### src/rtl/frwl_pkg.sv
// ----------------------------------------------------------------------------
// frwl_pkg
// Types and constants shared by the FIFO readers-writers lock manager.
// ----------------------------------------------------------------------------
`default_nettype none

package frwl_pkg;

  localparam logic OP_ACQUIRE = 1'b0;
  localparam logic OP_RELEASE = 1'b1;

  localparam logic [1:0] EV_GRANT       = 2'd0;
  localparam logic [1:0] EV_QUEUE_FULL  = 2'd1;
  localparam logic [1:0] EV_BAD_RELEASE = 2'd2;

  localparam int unsigned ReaderBits = 9;
  localparam logic [ReaderBits-1:0] ReaderMax = 9'd511;

  localparam int unsigned MaxResults = 16;
  localparam int unsigned ResCntW    = $clog2(MaxResults + 1);

  typedef struct packed {
    logic       op;
    logic [7:0] requester_id;
    logic       is_write;
  } in_item_t;

  typedef struct packed {
    logic [1:0] event_kind;
    logic [7:0] granted_id;
    logic       granted_write;
    logic       last_of_run;
  } out_item_t;

  typedef enum logic [1:0] {
    ST_IDLE,
    ST_READ,
    ST_EVAL
  } state_e;

  // controller -> datapath
  typedef struct packed {
    logic accept;
    logic grant;
    logic flush;
  } cmd_t;

  // datapath -> controller
  typedef struct packed {
    logic grantable;
    logic pend_valid;
    logic out_free;
  } status_t;

endpackage

`default_nettype wire

### src/rtl/fifo_readers_writers_lock.sv
// ----------------------------------------------------------------------------
// fifo_readers_writers_lock
// Strict-FIFO readers-writers lock manager for one resource.
//
//   channel | direction | handshake             | payload
//   --------+-----------+-----------------------+----------------------
//   in      | input     | in_valid_i/in_ready_o | in_item_i  (in_item_t)
//   out     | output    | out_valid_o/out_ready_i | out_item_o (out_item_t)
//
// A transaction is taken in ST_IDLE; each grant is then one registered read
// of the queue memory at the head (ST_READ) followed by its evaluation (ST_EVAL).
// Reset clears pointers, counts and lock state; the queue memory is not
// cleared. A stalled output holds the sequencer; in_ready_o is high only
// while no transaction is in progress.
// ----------------------------------------------------------------------------
`default_nettype none

module fifo_readers_writers_lock #(
  parameter int unsigned QUEUE_DEPTH = 16,
  parameter int unsigned ID_BITS     = 8
) (
  input  wire                  clk_i,
  input  wire                  rst_ni,
  input  wire                  in_valid_i,
  output logic                 in_ready_o,
  input  frwl_pkg::in_item_t   in_item_i,
  output logic                 out_valid_o,
  input  wire                  out_ready_i,
  output frwl_pkg::out_item_t  out_item_o
);

  frwl_pkg::cmd_t    cmd;
  frwl_pkg::status_t sts;

  frwl_ctrl u_ctrl (
    .clk_i      (clk_i),
    .rst_ni     (rst_ni),
    .in_valid_i (in_valid_i),
    .in_ready_o (in_ready_o),
    .sts_i      (sts),
    .cmd_o      (cmd)
  );

  frwl_dpath #(
    .QUEUE_DEPTH (QUEUE_DEPTH),
    .ID_BITS     (ID_BITS)
  ) u_dpath (
    .clk_i       (clk_i),
    .rst_ni      (rst_ni),
    .in_item_i   (in_item_i),
    .cmd_i       (cmd),
    .sts_o       (sts),
    .out_valid_o (out_valid_o),
    .out_ready_i (out_ready_i),
    .out_item_o  (out_item_o)
  );

  a_grant_ok: assert property (@(posedge clk_i) disable iff (!rst_ni)
    cmd.grant |-> sts.grantable)
    else $error("grant issued while head not grantable");

  a_cmd_excl: assert property (@(posedge clk_i) disable iff (!rst_ni)
    !(cmd.grant && cmd.flush) && !(cmd.accept && (cmd.grant || cmd.flush)))
    else $error("conflicting datapath commands");

  a_flush_last: assert property (@(posedge clk_i) disable iff (!rst_ni)
    cmd.flush |=> out_valid_o && out_item_o.last_of_run)
    else $error("final result of run not marked last");

  a_one_at_a_time: assert property (@(posedge clk_i) disable iff (!rst_ni)
    (in_valid_i && in_ready_o) |=> !in_ready_o)
    else $error("second transaction taken while one is in progress");

endmodule

`default_nettype wire

### src/rtl/frwl_ctrl.sv
// ----------------------------------------------------------------------------
// frwl_ctrl
// Sequencer: takes one transaction, then reads and evaluates the queue head
// once per grant until the head is no longer grantable.
// ----------------------------------------------------------------------------
`default_nettype none

module frwl_ctrl (
  input  wire                clk_i,
  input  wire                rst_ni,
  input  wire                in_valid_i,
  output logic               in_ready_o,
  input  frwl_pkg::status_t  sts_i,
  output frwl_pkg::cmd_t     cmd_o
);

  frwl_pkg::state_e state_q, state_d;

  always_ff @(posedge clk_i or negedge rst_ni) begin
    if (!rst_ni) begin
      state_q <= frwl_pkg::ST_IDLE;
    end else begin
      state_q <= state_d;
    end
  end

  always_comb begin
    state_d = state_q;
    case (state_q)
      frwl_pkg::ST_IDLE: begin
        if (in_valid_i) state_d = frwl_pkg::ST_READ;
      end
      frwl_pkg::ST_READ: begin
        state_d = frwl_pkg::ST_EVAL;
      end
      frwl_pkg::ST_EVAL: begin
        if (sts_i.grantable) begin
          if (!sts_i.pend_valid || sts_i.out_free) state_d = frwl_pkg::ST_READ;
        end else if (!sts_i.pend_valid || sts_i.out_free) begin
          state_d = frwl_pkg::ST_IDLE;
        end
      end
      default: state_d = frwl_pkg::ST_IDLE;
    endcase
  end

  always_comb begin
    in_ready_o   = 1'b0;
    cmd_o        = '0;
    case (state_q)
      frwl_pkg::ST_IDLE: begin
        in_ready_o   = 1'b1;
        cmd_o.accept = in_valid_i;
      end
      frwl_pkg::ST_EVAL: begin
        if (sts_i.grantable) begin
          cmd_o.grant = !sts_i.pend_valid || sts_i.out_free;
        end else begin
          cmd_o.flush = sts_i.pend_valid && sts_i.out_free;
        end
      end
      default: ;
    endcase
  end

endmodule

`default_nettype wire

### src/rtl/frwl_dpath.sv
// ----------------------------------------------------------------------------
// frwl_dpath
// Request queue memory, lock state, one pending result and the output
// register. The pending result is held back until it is known whether it
// ends the run.
// ----------------------------------------------------------------------------
`default_nettype none

module frwl_dpath #(
  parameter int unsigned QUEUE_DEPTH = 16,
  parameter int unsigned ID_BITS     = 8
) (
  input  wire                  clk_i,
  input  wire                  rst_ni,
  input  frwl_pkg::in_item_t   in_item_i,
  input  frwl_pkg::cmd_t       cmd_i,
  output frwl_pkg::status_t    sts_o,
  output logic                 out_valid_o,
  input  wire                  out_ready_i,
  output frwl_pkg::out_item_t  out_item_o
);

  localparam int unsigned PtrW = $clog2(QUEUE_DEPTH);
  localparam int unsigned CntW = $clog2(QUEUE_DEPTH + 1);

  logic [ID_BITS:0] mem_q [QUEUE_DEPTH];
  logic [ID_BITS:0] rd_q;

  logic [PtrW-1:0] head_q, head_d, tail_q, tail_d;
  logic [CntW-1:0] count_q, count_d;
  logic [frwl_pkg::ReaderBits-1:0] readers_q, readers_d;
  logic excl_q, excl_d;
  logic [frwl_pkg::ResCntW-1:0] nres_q, nres_d;
  logic pend_v_q, pend_v_d;
  frwl_pkg::out_item_t pend_q, pend_d;
  logic out_v_q, out_v_d;
  frwl_pkg::out_item_t out_q, out_d;

  logic [ID_BITS-1:0] in_id;
  logic               q_full, q_write, rd_write;

  assign in_id    = ID_BITS'(in_item_i.requester_id);
  assign q_full   = (count_q == CntW'(QUEUE_DEPTH));
  assign q_write  = cmd_i.accept && (in_item_i.op == frwl_pkg::OP_ACQUIRE) && !q_full;
  assign rd_write = rd_q[ID_BITS];

  always_ff @(posedge clk_i) begin
    if (q_write) mem_q[tail_q] <= {in_item_i.is_write, in_id};
    rd_q <= mem_q[head_q];
  end

  always_comb begin
    sts_o.pend_valid = pend_v_q;
    sts_o.out_free   = !out_v_q || out_ready_i;
    sts_o.grantable  = (count_q != '0) && !excl_q &&
                       (nres_q < frwl_pkg::ResCntW'(frwl_pkg::MaxResults)) &&
                       (rd_write ? (readers_q == '0) : (readers_q != frwl_pkg::ReaderMax));
  end

  always_comb begin
    head_d    = head_q;
    tail_d    = tail_q;
    count_d   = count_q;
    readers_d = readers_q;
    excl_d    = excl_q;
    nres_d    = nres_q;
    pend_v_d  = pend_v_q;
    pend_d    = pend_q;
    out_v_d   = out_v_q && !out_ready_i;
    out_d     = out_q;

    if (cmd_i.accept) begin
      pend_v_d              = 1'b0;
      nres_d                = '0;
      pend_d.granted_id     = 8'(in_id);
      pend_d.granted_write  = in_item_i.is_write;
      pend_d.last_of_run    = 1'b0;
      pend_d.event_kind     = frwl_pkg::EV_BAD_RELEASE;
      if (in_item_i.op == frwl_pkg::OP_ACQUIRE) begin
        if (q_full) begin
          pend_d.event_kind = frwl_pkg::EV_QUEUE_FULL;
          pend_v_d          = 1'b1;
          nres_d            = frwl_pkg::ResCntW'(1);
        end else begin
          tail_d  = (tail_q == PtrW'(QUEUE_DEPTH - 1)) ? '0 : tail_q + 1'b1;
          count_d = count_q + 1'b1;
        end
      end else if (in_item_i.is_write) begin
        if (excl_q) begin
          excl_d = 1'b0;
        end else begin
          pend_v_d = 1'b1;
          nres_d   = frwl_pkg::ResCntW'(1);
        end
      end else begin
        if (readers_q != '0) begin
          readers_d = readers_q - 1'b1;
        end else begin
          pend_v_d = 1'b1;
          nres_d   = frwl_pkg::ResCntW'(1);
        end
      end
    end

    if (cmd_i.grant) begin
      if (pend_v_q) begin
        out_v_d             = 1'b1;
        out_d               = pend_q;
        out_d.last_of_run   = 1'b0;
      end
      if (rd_write) excl_d = 1'b1;
      else readers_d = readers_q + 1'b1;
      head_d               = (head_q == PtrW'(QUEUE_DEPTH - 1)) ? '0 : head_q + 1'b1;
      count_d              = count_q - 1'b1;
      nres_d               = nres_q + 1'b1;
      pend_v_d             = 1'b1;
      pend_d.event_kind    = frwl_pkg::EV_GRANT;
      pend_d.granted_id    = 8'(rd_q[ID_BITS-1:0]);
      pend_d.granted_write = rd_write;
      pend_d.last_of_run   = 1'b0;
    end

    if (cmd_i.flush) begin
      out_v_d           = 1'b1;
      out_d             = pend_q;
      out_d.last_of_run = 1'b1;
      pend_v_d          = 1'b0;
    end
  end

  always_ff @(posedge clk_i or negedge rst_ni) begin
    if (!rst_ni) begin
      head_q    <= '0;
      tail_q    <= '0;
      count_q   <= '0;
      readers_q <= '0;
      excl_q    <= 1'b0;
      nres_q    <= '0;
      pend_v_q  <= 1'b0;
      out_v_q   <= 1'b0;
    end else begin
      head_q    <= head_d;
      tail_q    <= tail_d;
      count_q   <= count_d;
      readers_q <= readers_d;
      excl_q    <= excl_d;
      nres_q    <= nres_d;
      pend_v_q  <= pend_v_d;
      out_v_q   <= out_v_d;
    end
  end

  always_ff @(posedge clk_i) begin
    pend_q <= pend_d;
    out_q  <= out_d;
  end

  assign out_valid_o = out_v_q;
  assign out_item_o  = out_q;

endmodule

`default_nettype wire

### config.mk
export PLATFORM = sky130hd
export DESIGN_NAME = fifo_readers_writers_lock
export DESIGN_NICKNAME = d
export VERILOG_FILES = /design/src/rtl/frwl_pkg.sv /design/src/rtl/fifo_readers_writers_lock.sv /design/src/rtl/frwl_ctrl.sv /design/src/rtl/frwl_dpath.sv
export SDC_FILE = /design/constraint.sdc
export NUM_CORES = 1
export LEC_CHECK = 0
export ABC_AREA = 1
export BUFFER_PORTS_ARGS = -buffer_cell sky130_fd_sc_hd__buf_4
export CORE_MARGIN = 5
export CORE_UTILIZATION = 55
export CTS_CLUSTER_SIZE = 30
export DETAILED_ROUTE_END_ITERATION = 12
export GPL_TIMING_DRIVEN = 0
export PLACE_DENSITY = 0.75
export SLEW_MARGIN = 10
export SYNTH_ARGS = -nofsm -noshare
export SYNTH_HDL_FRONTEND = slang
export SYNTH_SLANG_ARGS = --single-unit
### constraint.sdc
create_clock -name clk_i -period 2.93 [get_ports clk_i]
set_input_delay 0.293 -clock clk_i [delete_from_list [all_inputs] [get_ports clk_i]]
set_output_delay 0.293 -clock clk_i [all_outputs]
set_load 0.01 [all_outputs]
* Word level (Yosys, flattened, before mapping)
Memories as Yosys holds them, arrays and structs flattened. A register that Yosys moved wholly into a read port is not among the register bits.
Index checks and enable logic that the tools add are counted.
** Storage, ports and cells
- Word-level logic and storage cells :: 119
- Register bits after elaboration :: 55
- Output and inout bits :: 14
- Memories :: 1
- RAM bits :: 144
** Cells by class
- Order comparisons :: 1
- Muxes and demuxes :: 55
- Bitwise gates (word level) :: 2
- Equal/unequal tests :: 10
- Add/sub/neg operators :: 7
- Reduce and logical (&&, ||, !) cells :: 27
** Memories
- u_dpath.mem_q :: depth 16, width 9, rd ports 1, clocked after memory_dff 1, wr ports 1, line frwl_dpath.sv:26 : logic [ID_BITS:0] mem_q [QUEUE_DEPTH];
** Operator list (count)
- $mux 9 :: 6
- $mux 5 :: 8
- $mux 12 :: 3
- $mux 1 :: 26
- $mux 10 :: 2
- $mux 2 :: 7
- $add 5x1->5 const B :: 2
- $add 9x1->9 const B :: 1
- $logic_not 9->1 :: 1
- $ne 9x9->1 const B :: 1
- $reduce_bool 9->1 :: 1
- $sub 9x1->9 const B :: 1
- $add 4x1->4 const B :: 2
- $eq 4x4->1 const B :: 2
- $mux 4 :: 2
- $logic_and 1x1->1 :: 7
- $pmux 2 s3 :: 1
- $reduce_and 2->1 :: 3
- $reduce_and 3->1 :: 2
- $reduce_bool 2->1 :: 3
- $eq 5x5->1 const B :: 1
- $logic_not 1->1 :: 5
- $lt 5x5->1 const B :: 1
- $reduce_bool 5->1 :: 1
- 9 further kinds :: 13

* Logic depth before layout (Yosys ltp)
Gate-level depths: netlist (run 1).
- Word-level depth :: 8
- Mapped depth :: 24
- Gate-level depth less buffers :: 23

* Modules after synthesis
From an unflattened synthesis (run 1), not the netlist that was laid out.
** Unflattened totals
- Cells, all modules :: 777
- Area total of the unflattened synthesis :: 8891.0 um2
** Modules (own cells, without submodules)
- frwl_dpath :: sequential area each 5915.7 um2, times used 1, area an instance 8777.2 um2, cells an instance 759
- frwl_ctrl :: sequential area each 50.0 um2, times used 1, area an instance 113.9 um2, cells an instance 18

* Worst setup path after synthesis (run 1)
Ideal clock, no wire load.
- Path kind :: register -> register
- Start point :: register u_dpath.readers_q[0] (netlist bit)
- End point :: register u_dpath.count_q[4]
- Arrival time :: 2.714 ns
- Stages on the path, launching flop included :: 25
- Setup slack :: 0.100 ns
- Data required time :: 2.813 ns
- Period minus slack after synthesis :: 2.830 ns
- Buffers on the path :: 3
- Cell sequence :: dfrtp_1 -> ha_1 -> inv_1 -> nor3_1 -> nand2_1 -> nor3_1 -> ha_1 -> nand2_1 -> and2_1 -> nand2_1 -> inv_2 -> nand3_4 -> buf_6 -> inv_4 -> buf_6 -> buf_6 -> ha_1 -> inv_1 -> nor2_1 -> nor2_1 -> o21ai_1 -> nand2_1 -> nand2_1 -> nand2_1 -> nand2_1
** RTL lines
- start: declaration :: line frwl_dpath.sv:31 : logic [frwl_pkg::ReaderBits-1:0] readers_q, readers_d;
- start signal: assignment :: line frwl_dpath.sv:145 : readers_q <= readers_d;
- end signal: assignment :: line frwl_dpath.sv:144 : count_q <= count_d;
- end: declaration :: line frwl_dpath.sv:30 : logic [CntW-1:0] count_q, count_d;

* Final worst setup path (run 1)
- Start point :: register u_dpath.readers_q[1] (netlist bit)
- End point :: register u_dpath.count_q[4]
** On the way
- Cells in the longest elaborated chain, start to end :: 7
- Elaborated cells between the ends (all ways) :: 11
- Classes of those cells :: eq/ne (3); mux (4); reduce/logical (4)
** Ends and longest elaborated chain
- $ne 9x9->1 or $logic_not 9->1 (tied branches) :: line frwl_dpath.sv:57 : (rd_write ? (readers_q == '0) : (readers_q != frwl_pkg::ReaderMax));
- $mux 1 * :: line frwl_dpath.sv:57
- $logic_and 1x1->1 * :: line frwl_dpath.sv:56 : (nres_q < frwl_pkg::ResCntW'(frwl_pkg::MaxResults)) &&
- $mux 1 * :: line frwl_ctrl.sv:56 : if (sts_i.grantable) begin
- $mux 2 * :: line frwl_ctrl.sv:50 : case (state_q)
- $ne 2x2->1 (no source line), or another cell as far along
- $reduce_and 3->1 (no source line)
Every way passes the cells marked *; elsewhere a longest branch is shown, timed or not.
A chain may end at the register's enable or synchronous reset.

==> results of run 1 <==
per-layer routing:
layer / part of all wire / vias up / track usage
met1: 0.39 / 2899 / 0.294
met3: 0.085 / 60 / 0.0371
met2: 0.49 / 296 / 0.385
met4: 0.039 / 0 / 0.0834
li1: - / 2739 / -
met5: 0 / - / 0
cell usage in the layout, fill, tap and decap left out, types with 3 or more instances in the layout:
master,instances
a221oi_1,11
buf_4,36
edfxtp_1,164
nor3_1,4
nand4_1,11
nor2_4,5
nor3_4,3
o221ai_1,7
ha_1,8
o21ai_0,61
inv_2,15
nand2_1,136
buf_2,7
dfxtp_1,12
nand3_1,30
clkinv_2,4
nor2_1,76
o22ai_1,11
inv_1,51
xor2_1,12
inv_6,3
nand2_2,11
dfrtp_1,31
clkbuf_16,23
clkbuf_1,24
o21ai_1,6
a21oi_1,25
final cells by class:
cell class,count,area (sq um),area share
tap,211,264,0.0265
multi-input combinational,443,2360,0.237
buffer,25,103,0.0103
clock inverter,11,96.3,0.00967
sequential,208,5970,0.599
inverter,68,260,0.0261
timing repair buffer,38,295,0.0296
clock buffer,31,616,0.0618
metrics by stage:
step | setup WS (ns) | cell area (sq um) | utilization | instances
floorplan | 0.0996 | 8670 | - | 747
global placement | -0.286 | 9140 | 0.597 | 985
detailed placement | -0.374 | 9140 | 0.597 | 985
CTS | 0.00708 | 9880 | 0.645 | 1030
global route | -0.0226 | 9960 | 0.650 | 1035
finish | 0.200 | 9960 | 0.650 | 1035
synth_stat cells, drive strengths merged, types with 7 or more instances:
cell type and n:
edfxtp 164, nand2 147, nor2 82, o21ai 69, inv 67, dfrtp 32, nand3 32, a21oi 25
clkbuf 17, dfxtp 12, o22ai 12, xor2 12, a221oi 11, buf 11, ha 11, nand4 11
nor3 7, o221ai 7
where the power goes:
| part | switching [uW] | internal [uW] | leakage (uW) | total (uW) |
|---|---|---|---|---|
| registers | 272 | 3650 | 0.00197 | 3920 |
| clock network | 1110 | 1580 | 0.000348 | 2680 |
| logic | 2140 | 946 | 0.00149 | 3080 |
tightest hold or removal path: stages:
cell and delay (ns):
buf_4 0.08, nor2_1 0.05, nand3_1 0.07, o21ai_0 0.07
flip-flops by register name, summed over array words and instances (netlist names), 2 cells and up:
signal,cells
u_dpath.pend_q,11
u_dpath.readers_q,9
u_dpath.out_item_o,12
u_dpath.mem_q,144
u_dpath.head_q,4
u_dpath.count_q,5
u_dpath.tail_q,4
u_dpath.rd_q,9
u_ctrl.state_q,2
u_dpath.nres_q,5
worst paths after layout:
check | startpoint | to | slack, ns | depth (start not counted)
worst min-delay path | out_ready_i | u_ctrl.state_q[1]$_DFFE_PN0P_ | 0.12 | 4
worst min register to register | u_dpath.out_item_o[0]$_SDFFE_PP1P_ | u_dpath.out_item_o[0]$_SDFFE_PP1P_ | 0.46 | 2
worst max-delay path | u_dpath.readers_q[1]$_DFF_PN0_ | u_dpath.count_q[4]$_DFFE_PN0P_ | 0.20 | 21
worst max register to register | u_dpath.readers_q[1]$_DFF_PN0_ | u_dpath.count_q[4]$_DFFE_PN0P_ | 0.20 | 21
max in group asynchronous | rst_ni | u_dpath.readers_q[2]$_DFF_PN0_ | 2.30 | 2
min in group asynchronous | rst_ni | u_dpath.head_q[3]$_DFFE_PN0P_ | 0.29 | 2
cells by family after synthesis:
kind of cell,Yosys count,share of synthesized area
AND/OR/NAND/NOR,285,0.146
flip-flops,208,0.688
AO/OA/AOI/OAI,134,0.0915
buffers and inverters,96,0.0455
XOR/XNOR,13,0.0131
adder cells (fa/ha/maj),11,0.0159
timing repair:
item / in CTS / in global routing
hold endpoints to repair: 32 / 0
endpoints found under the setup margin: 2 / 3
buffers inserted: 3 / 7
hold buffers: 1 / 0
pin swaps: 0 / 7
gates resized for setup: 3 / 14
==> metrics.cfg, run 1 <==
[run_status]
status=finished, final reports clean

[synth]
syn_area_sq_mm=0.00867
yosys_warnings=0
ys_async_sr_fraction=0.154
synthCells=747
synth_area_leaders=edfxtp_1 57%, dfrtp_1 9.2%, nand2_1 6.0%
syn_nets=772
yosysTopAreaCell=edfxtp_1
yosys_most_used_dff=edfxtp_1
netlist.area_leader.share=0.568
synthDistinctLibCells=46
ys_ff_latch=208
avgSynthCellArea_sq_um=11.6
ys_seq_area_frac=0.688
synth_edf_count=164

[timing]
worstMarginPinSlew_ns=0.962
finalCritPeriodShare=0.932
slew_viol_final=0
fmax_mhz=366
relSlewSlack=0.356
hold_viol=0
fin_tns_setup_ns=0
finalClockSkew_ns=0.0191
setup_viol=0
period_minus_slack_ns=2.73
hold-worst-slack_ns=0.124

[pwr]
pwr_density_cell_mw_per_mm2=972
total_power_uw=9680
peakVddDrop_uv=495
p_leak_uw=0.00381

[placed_design]
port_buffers=27
place_congestion=0.898
dpl.hpwl_um=13100

[hold_path]
worstHoldPathType=input port to flop

[floorplanning]
core_sq_mm=0.0153
dieArea_sq_mm=0.0184
io_pins=28
die-width_um=136
dieHeight_um=136
rows=45
start_util=0.566

[critical_path]
crit_path_cell_trace=ha_2 -> inv_2 -> nor3_4 -> nand2_2 -> nor3_4 -> ha_2 -> nand2_1 -> and2_4 -> nand2_2 -> inv_2 -> nand3_4 -> inv_6 -> ha_4 -> inv_1 -> nor2_1 -> nor2_1 -> o21ai_1 -> nand2_1 -> nand2_1 -> nand2_1 -> nand2_1
crit_family=simple AND/OR/NAND/NOR gates
cp-end-kind=flop
crit_path_max_incr_delay_ns=0.37
cpMostUsedCell=nand2_1
start_kind=flop
critPathSlowestCell=dfrtp_1
worst-path-buf-inv=4
worstPathArrival_ns=3.11
crit_type=flop to flop
worst_ep_required_time_ns=3.31
crit_fanout=21

[clock_network]
h-tree-depth=1
cts_tree=done
insertion_delay_ns=0.50
clockBufferDepth=3
root_buffer=clkbuf_16
cts_sinks=208
path_clk_slew_ns=0.06
cts_buffers=23

[global_route]
track_usage=0.226
grt_pass1_vias=5900
grt_first_pass_wirelength_um=31700
antenna_found_initial=0
grt_start_max_net_pins=33
grt-ovfl-total=0

[finish]
diodes=0
fillers=1139
syn_to_final_growth_pct=14.9
layout.nets=832
drive_above_1_share=0.153

[drt]
first_iter_violations=603
drcViolationCount=0
wl_per_cell_um=19.7
wl_um=20300
viasPerCell=5.79
final_antenna_net_count=0
first_pass_iters=5
via_count=5994

[flow_run]
max_cap_viol_count=0

No activity file was read; power rests on OpenSTA's default activity.
==> run 2: changes to the inputs <==
--- a/config.mk
+++ b/config.mk
@@ -8,11 +8,12 @@
 export ABC_AREA = 1
 export BUFFER_PORTS_ARGS = -buffer_cell sky130_fd_sc_hd__buf_4
 export CORE_MARGIN = 5
-export CORE_UTILIZATION = 55
+export CORE_UTILIZATION = 56
 export CTS_CLUSTER_SIZE = 30
 export DETAILED_ROUTE_END_ITERATION = 12
 export GPL_TIMING_DRIVEN = 0
-export PLACE_DENSITY = 0.75
+export PLACE_DENSITY = 0.76
+export SETUP_SLACK_MARGIN = 0.15
 export SLEW_MARGIN = 10
 export SYNTH_ARGS = -nofsm -noshare
 export SYNTH_HDL_FRONTEND = slang
==> metrics.cfg, run 2 (same netlist as run 1, synthesis figures left out) <==
[critical_path]
crit_path_cell_trace=ha_2 -> inv_2 -> nor3_4 -> nand2_2 -> nor3_2 -> ha_2 -> nand2_1 -> and2_1 -> nand2_1 -> inv_2 -> nand3_4 -> buf_8 -> inv_6 -> buf_8 -> buf_8 -> ha_4 -> inv_2 -> nor2_2 -> nor2_2 -> o21ai_1 -> nand2_1 -> nand2_1 -> nand2_1 -> nand2_1  ; was ha_2 -> inv_2 -> nor3_4 -> nand2_2 -> nor3_4 -> ha_2 -> nand2_1 -> and2_4 -> nand2_2 -> inv_2 -> nand3_4 -> inv_6 -> ha_4 -> inv_1 -> nor2_1 -> nor2_1 -> o21ai_1 -> nand2_1 -> nand2_1 -> nand2_1 -> nand2_1
worst-path-buf-inv=7  ; was 4
cpMostUsedCell=nand2_1  ; unchanged
crit_path_max_incr_delay_ns=0.36  ; was 0.37 ns
cp-end-kind=flop  ; unchanged
critPathSlowestCell=dfrtp_1  ; unchanged
start_kind=flop  ; unchanged
crit_type=flop to flop  ; unchanged
worstPathArrival_ns=3.27  ; was 3.11 ns
reg2reg_slack_ns=0.03  ; was 0.20 ns
crit_family=simple AND/OR/NAND/NOR gates  ; unchanged
crit_fanout=5  ; was 21
worst_ep_required_time_ns=3.30  ; was 3.31 ns

[floorplanning]
dieHeight_um=134  ; was 136 um
io_pins=28  ; unchanged
die-width_um=134  ; was 136 um
rows=45  ; unchanged
dieArea_sq_mm=0.0181  ; was 0.0184 sq mm
core_sq_mm=0.0152  ; was 0.0153 sq mm
start_util=0.570  ; was 0.566

[clock_network]
cts_buffers=21  ; was 23
cts_sinks=208  ; unchanged
insertion_delay_ns=0.50  ; about the same
root_buffer=clkbuf_16  ; unchanged
clockBufferDepth=3  ; unchanged
cts_tree=done  ; unchanged
h-tree-depth=1  ; unchanged
path_clk_slew_ns=0.06  ; about the same

[timing]
period_minus_slack_ns=2.90  ; was 2.73 ns
relSlewSlack=0.296  ; was 0.356
rsz0062_at_grt=true
slew_viol_final=0  ; unchanged
worstMarginPinSlew_ns=1.05  ; was 0.962 ns
setup_viol=0  ; unchanged
fmax_mhz=345  ; was 366 MHz
finalCritPeriodShare=0.990  ; was 0.932
finalClockSkew_ns=0.0261  ; was 0.0191 ns
hold_viol=0  ; unchanged
hold-worst-slack_ns=0.123  ; was 0.124 ns

[placed_design]
placed_area_sq_mm=0.00911  ; was 0.00914 sq mm
dpl.hpwl_um=13200  ; was 13100 um
place_congestion=0.937  ; was 0.898
dp_cells=962  ; was 985
port_buffers=27  ; unchanged

[finish]
drive_above_1_share=0.167  ; was 0.153
diodes=0  ; unchanged
largest_reg_flops=144  ; unchanged
final_cell_mix=164 x edfxtp_1, 136 x nand2_1, 74 x nor2_1  ; was 164 x edfxtp_1, 136 x nand2_1, 76 x nor2_1
syn_to_final_growth_pct=15.1  ; was 14.9%
layout.nets=840  ; was 832
layout_commonest_cell=edfxtp_1  ; unchanged
design_area_sq_mm=0.00997  ; was 0.00996 sq mm
final_cells=1018  ; was 1035
regMostFlops=u_dpath.mem_q  ; unchanged

[run_status]
status=finished, final reports clean  ; unchanged

[pwr]
p_leak_uw=0.00383  ; was 0.00381 uW
p_int_uw=6100  ; was 6170 uW
combPwrFrac=0.333  ; was 0.318
netSwitchingFraction=0.365  ; was 0.363
pwr-share-seq=0.407  ; was 0.405
pwr_density_cell_mw_per_mm2=963  ; was 972 mW/mm^2
peakVddDrop_uv=458  ; was 495 uV
p_sw_uw=3500  ; was 3510 uW
power_frac_clock=0.260  ; was 0.277

[global_route]
grt-ovfl-total=0  ; unchanged
grt_start_max_net_pins=33  ; unchanged
grt_pass1_vias=5828  ; was 5900
antenna_found_initial=0  ; unchanged
track_usage=0.223  ; was 0.226
grt_first_pass_wirelength_um=31100  ; was 31700 um

[drt]
wl_per_cell_um=19.9  ; was 19.7 um
drcViolationCount=0  ; unchanged
first_pass_iters=5  ; unchanged
final_antenna_net_count=0  ; unchanged
wl_um=20200  ; was 20300 um
first_iter_violations=633  ; was 603
viasPerCell=5.79  ; about the same
via_count=5894  ; was 5994

[hold_path]
worstHoldPathType=input port to flop  ; unchanged

[flow_run]
max_cap_viol_count=0  ; unchanged

run 2: changes by cell type in the layout (fill, tap and decap cells not counted), moves of 2 or more:
cell / delta
clkbuf_1: -2
nor2_1: -2
buf_8: +3
inv_1: -3
clkinv_4: -2
clkinv_1: +2
inv_2: +3
buf_4: +7
nor2_2: +2
clkbuf_16: -2
run 2: tightest hold or removal path, stage by stage:
cell and delay [ns]:
buf_4 0.08, nor2_1 0.05, inv_1 0.08, nand2_1 0.05
run 2: power by group through the flow:
| stage | clock network (uW) | registers (uW) | logic, uW |
|---|---|---|---|
| after global placement | 0 | 3950 | 2790 |
| final | 2500 | 3910 | 3200 |
| after global routing | 2670 | 3960 | 3500 |
| after CTS | 2540 | 3910 | 3010 |
| after floorplan | 0 | 3920 | 1930 |
| after detailed placement | 0 | 3980 | 2930 |
run 2: per-layer routing:
metal	GRT usage	vias to the layer above	part of all wire
met1	0.302	2842	0.39
li1	-	2748	-
met2	0.367	268	0.50
met5	0	-	0
met3	0.0330	36	0.088
met4	0.0860	0	0.026
run 2: timing repair:
item / in CTS / in global routing
endpoints found under the hold margin: 32 / 0
cloned: 0 / 0
hold buffers: 1 / 0
pin swaps: 1 / 14
setup endpoints to repair: 2 / 3
gates resized for setup: 4 / 22
setup buffers: 5 / 12
run 2: area by class of cell:
class / count / area [sq um]
fillers: 1132 / 5230
clock buffers: 27 / 558
flip-flops and latches: 208 / 5970
well taps: 188 / 235
inverters: 68 / 260
multi-input cells: 443 / 2380
repair buffers: 45 / 348
plain buffers: 28 / 148
clock inverters: 11 / 82.6
run 2: path summary, 6_finish.rpt:
path	start	endpoint	cells past startpoint
max	u_dpath.readers_q[1]$_DFF_PN0_	u_dpath.count_q[4]$_DFFE_PN0P_	24
min	out_ready_i	u_dpath.out_valid_o$_DFF_PN0_	4
max reg2reg	u_dpath.readers_q[1]$_DFF_PN0_	u_dpath.count_q[4]$_DFFE_PN0P_	24
min reg2reg	u_dpath.out_item_o[0]$_SDFFE_PP1P_	u_dpath.out_item_o[0]$_SDFFE_PP1P_	2
max in group asynchronous	rst_ni	u_dpath.readers_q[0]$_DFF_PN0_	2
min in group asynchronous	rst_ni	u_dpath.head_q[1]$_DFFE_PN0P_	2
run 2: metrics by stage:
step           setup WS [ns]  TNS (ns)  utilization  power (uW)
4_1_cts                0.124         0        0.646        9460
3_5_place_dp          -0.220    -0.220        0.599        6910
6_report              0.0295         0        0.656        9610
5_1_grt               -0.164    -0.164        0.656       10100
2_1_floorplan          0.157         0            -        5860
3_3_place_gp          -0.189    -0.189        0.599        6740
==> run 3: changes to the inputs <==
--- a/config.mk
+++ b/config.mk
@@ -6,13 +6,13 @@
 export NUM_CORES = 1
 export LEC_CHECK = 0
 export ABC_AREA = 1
-export BUFFER_PORTS_ARGS = -buffer_cell sky130_fd_sc_hd__buf_4
 export CORE_MARGIN = 5
-export CORE_UTILIZATION = 56
+export CORE_UTILIZATION = 57
 export CTS_CLUSTER_SIZE = 30
 export DETAILED_ROUTE_END_ITERATION = 12
+export DONT_BUFFER_PORTS = 1
 export GPL_TIMING_DRIVEN = 0
-export PLACE_DENSITY = 0.76
+export PLACE_DENSITY = 0.75
 export SETUP_SLACK_MARGIN = 0.15
 export SLEW_MARGIN = 10
 export SYNTH_ARGS = -nofsm -noshare
==> metrics.cfg, run 3 (same netlist as run 1, synthesis figures left out) <==
[critical_path]
worst_ep_required_time_ns=3.32  ; was 3.30 ns
cp-end-kind=flop  ; unchanged
crit_type=flop to flop  ; unchanged
r2r_cells=24  ; unchanged
worstPathArrival_ns=3.23  ; was 3.27 ns
reg2reg_slack_ns=0.09  ; was 0.03 ns
start_kind=flop  ; unchanged
crit-reg2reg-launch=u_dpath.readers_q[0]$_DFF_PN0_  ; was u_dpath.readers_q[1]$_DFF_PN0_
crit_fanout=4  ; was 5
reg2reg_to=u_dpath.count_q[4]$_DFFE_PN0P_  ; unchanged

[drt]
first_pass_iters=5  ; unchanged
final_antenna_net_count=0  ; unchanged
via_count=5883  ; was 5894
viasPerCell=5.89  ; was 5.79
wl_per_cell_um=20.4  ; was 19.9 um
first_iter_violations=583  ; was 633
wl_um=20300  ; was 20200 um
drcViolationCount=0  ; unchanged

[clock_network]
insertion_delay_ns=0.50  ; about the same
cts_tree=done  ; unchanged
cts_sinks=208  ; unchanged
root_buffer=clkbuf_16  ; unchanged
clockBufferDepth=3  ; unchanged
h-tree-depth=1  ; unchanged
path_clk_slew_ns=0.06  ; about the same
cts_buffers=22  ; was 21

[finish]
largest_reg_flops=144  ; unchanged
regMostFlops=u_dpath.mem_q  ; unchanged
postLayoutCoreUtil=0.659  ; was 0.656
layout_commonest_cell=edfxtp_1  ; unchanged
diodes=0  ; unchanged
final_cell_mix=164 x edfxtp_1, 138 x nand2_1, 74 x nor2_1  ; was 164 x edfxtp_1, 136 x nand2_1, 74 x nor2_1
final_cells=999  ; was 1018
drive_above_1_share=0.123  ; was 0.167
layout.nets=820  ; was 840
syn_to_final_growth_pct=14.2  ; was 15.1%

[floorplanning]
rows=45  ; unchanged
dieArea_sq_mm=0.0178  ; was 0.0181 sq mm
core_sq_mm=0.0150  ; was 0.0152 sq mm
start_util=0.577  ; was 0.570
dieHeight_um=133  ; was 134 um
io_pins=28  ; unchanged
die-width_um=133  ; was 134 um

[timing]
setup_viol=0  ; unchanged
period_minus_slack_ns=2.84  ; was 2.90 ns
finalCritPeriodShare=0.970  ; was 0.990
fmax_mhz=352  ; was 345 MHz
worstMarginPinSlew_ns=0.947  ; was 1.05 ns
slew_viol_final=0  ; unchanged
fin_tns_setup_ns=0  ; unchanged
finalClockSkew_ns=0.0110  ; was 0.0261 ns
rsz0062_at_grt=true  ; unchanged
relSlewSlack=0.366  ; was 0.296
hold_viol=0  ; unchanged

[placed_design]
dpl.hpwl_um=13000  ; was 13200 um
port_buffers=0  ; was 27
dp_cells=935  ; was 962
place_congestion=0.920  ; was 0.937

[global_route]
track_usage=0.229  ; was 0.223
grt_pass1_vias=5852  ; was 5828
grt_start_max_net_pins=33  ; unchanged
grt-ovfl-total=0  ; unchanged
grt_first_pass_wirelength_um=31500  ; was 31100 um
antenna_found_initial=0  ; unchanged

[pwr]
pwr_density_cell_mw_per_mm2=975  ; was 963 mW/mm^2
peakVddDrop_uv=755  ; was 458 uV
p_leak_uw=0.00376  ; was 0.00383 uW

[hold_path]
worstHoldPathCells=2  ; was 4
worstHoldPathType=input port to flop  ; unchanged
min_to=u_dpath.pend_q[4]$_DFFE_PP_  ; was u_dpath.out_valid_o$_DFF_PN0_
hp-start=in_item_i[3]  ; was out_ready_i

[flow_run]
max_cap_viol_count=0  ; unchanged

[run_status]
status=finished, final reports clean  ; unchanged

## run 3: cell types whose count changed in the layout (fill, tap and decap cells not counted), sizes merged
cell,delta
buf,-32
dlygate4sd3,+11
clkbuf,+5
clkinv,-2
inv,-1
## run 3: metal layers
metal,up-vias,wire length [um],track usage
li1,2714,-,-
met4,0,958,0.101
met1,2844,8230,0.305
met2,267,9480,0.367
met5,-,0,0
met3,58,1670,0.0491
## run 3: worst max-delay path: stages (launching register included)
cell and delay (ns):
dfrtp_1 0.36, ha_2 0.18, inv_2 0.05, nor3_4 0.19, nand2_2 0.08, nor3_2 0.18, ha_2 0.18, nand2_1 0.04
and2_1 0.14, nand2_1 0.07, inv_2 0.06, nand3_4 0.08, buf_8 0.11, inv_6 0.03, buf_8 0.11, buf_12 0.12
ha_4 0.22, inv_2 0.06, nor2_2 0.04, nor2_2 0.12, o21ai_1 0.08, nand2_1 0.06, nand2_1 0.05, nand2_1 0.05
nand2_1 0.05
## run 3: power breakdown
group / total (uW) / internal [uW] / switching [uW]
logic: 3010 / 913 / 2100
registers: 3930 / 3650 / 286
clock network: 2710 / 1600 / 1110
## run 3: worst max path at each step
stage	start	endpoint	slack, ns
floorplan	u_dpath.readers_q[0]$_DFF_PN0_	u_dpath.count_q[4]$_DFFE_PN0P_	0.16
global placement	u_dpath.readers_q[2]$_DFF_PN0_	u_dpath.count_q[4]$_DFFE_PN0P_	-0.16
detailed placement	u_dpath.readers_q[0]$_DFF_PN0_	u_dpath.count_q[4]$_DFFE_PN0P_	-0.17
CTS	u_dpath.readers_q[0]$_DFF_PN0_	u_dpath.count_q[4]$_DFFE_PN0P_	0.15
global route	u_dpath.readers_q[0]$_DFF_PN0_	u_dpath.count_q[4]$_DFFE_PN0P_	-0.14
finish	u_dpath.readers_q[0]$_DFF_PN0_	u_dpath.count_q[4]$_DFFE_PN0P_	0.09
## run 3: timing repair
item                                    4_1_cts  5_1_grt
endpoints found under the setup margin        2        2
hold buffers                                 13        0
gates resized for setup                       5       11
endpoints found under the hold margin       180        0
pin swaps                                     1       13
buffers inserted                              5        6
## run 3: cell type report
type | count | area, sq um
plain buffers | 28 | 153
clock buffers | 32 | 639
clock inverters | 8 | 68.8
fillers | 1065 | 5130
inverters | 68 | 260
multi-input cells | 443 | 2350
flip-flops and latches | 208 | 5970
well taps | 188 | 235
repair buffers | 24 | 226
## run 3: stage by stage
step	setup slack [ns]	hold slack (ns)	total power [uW]	area (sq um)
after detailed placement	-0.165	-0.00198	6730	8910
after global routing	-0.136	0.00865	10200	9900
after global placement	-0.163	-0.00166	6600	8910
after CTS	0.155	0.000988	9530	9830
after floorplan	0.157	-0.00259	5860	8670
final	0.0893	0.00907	9650	9900
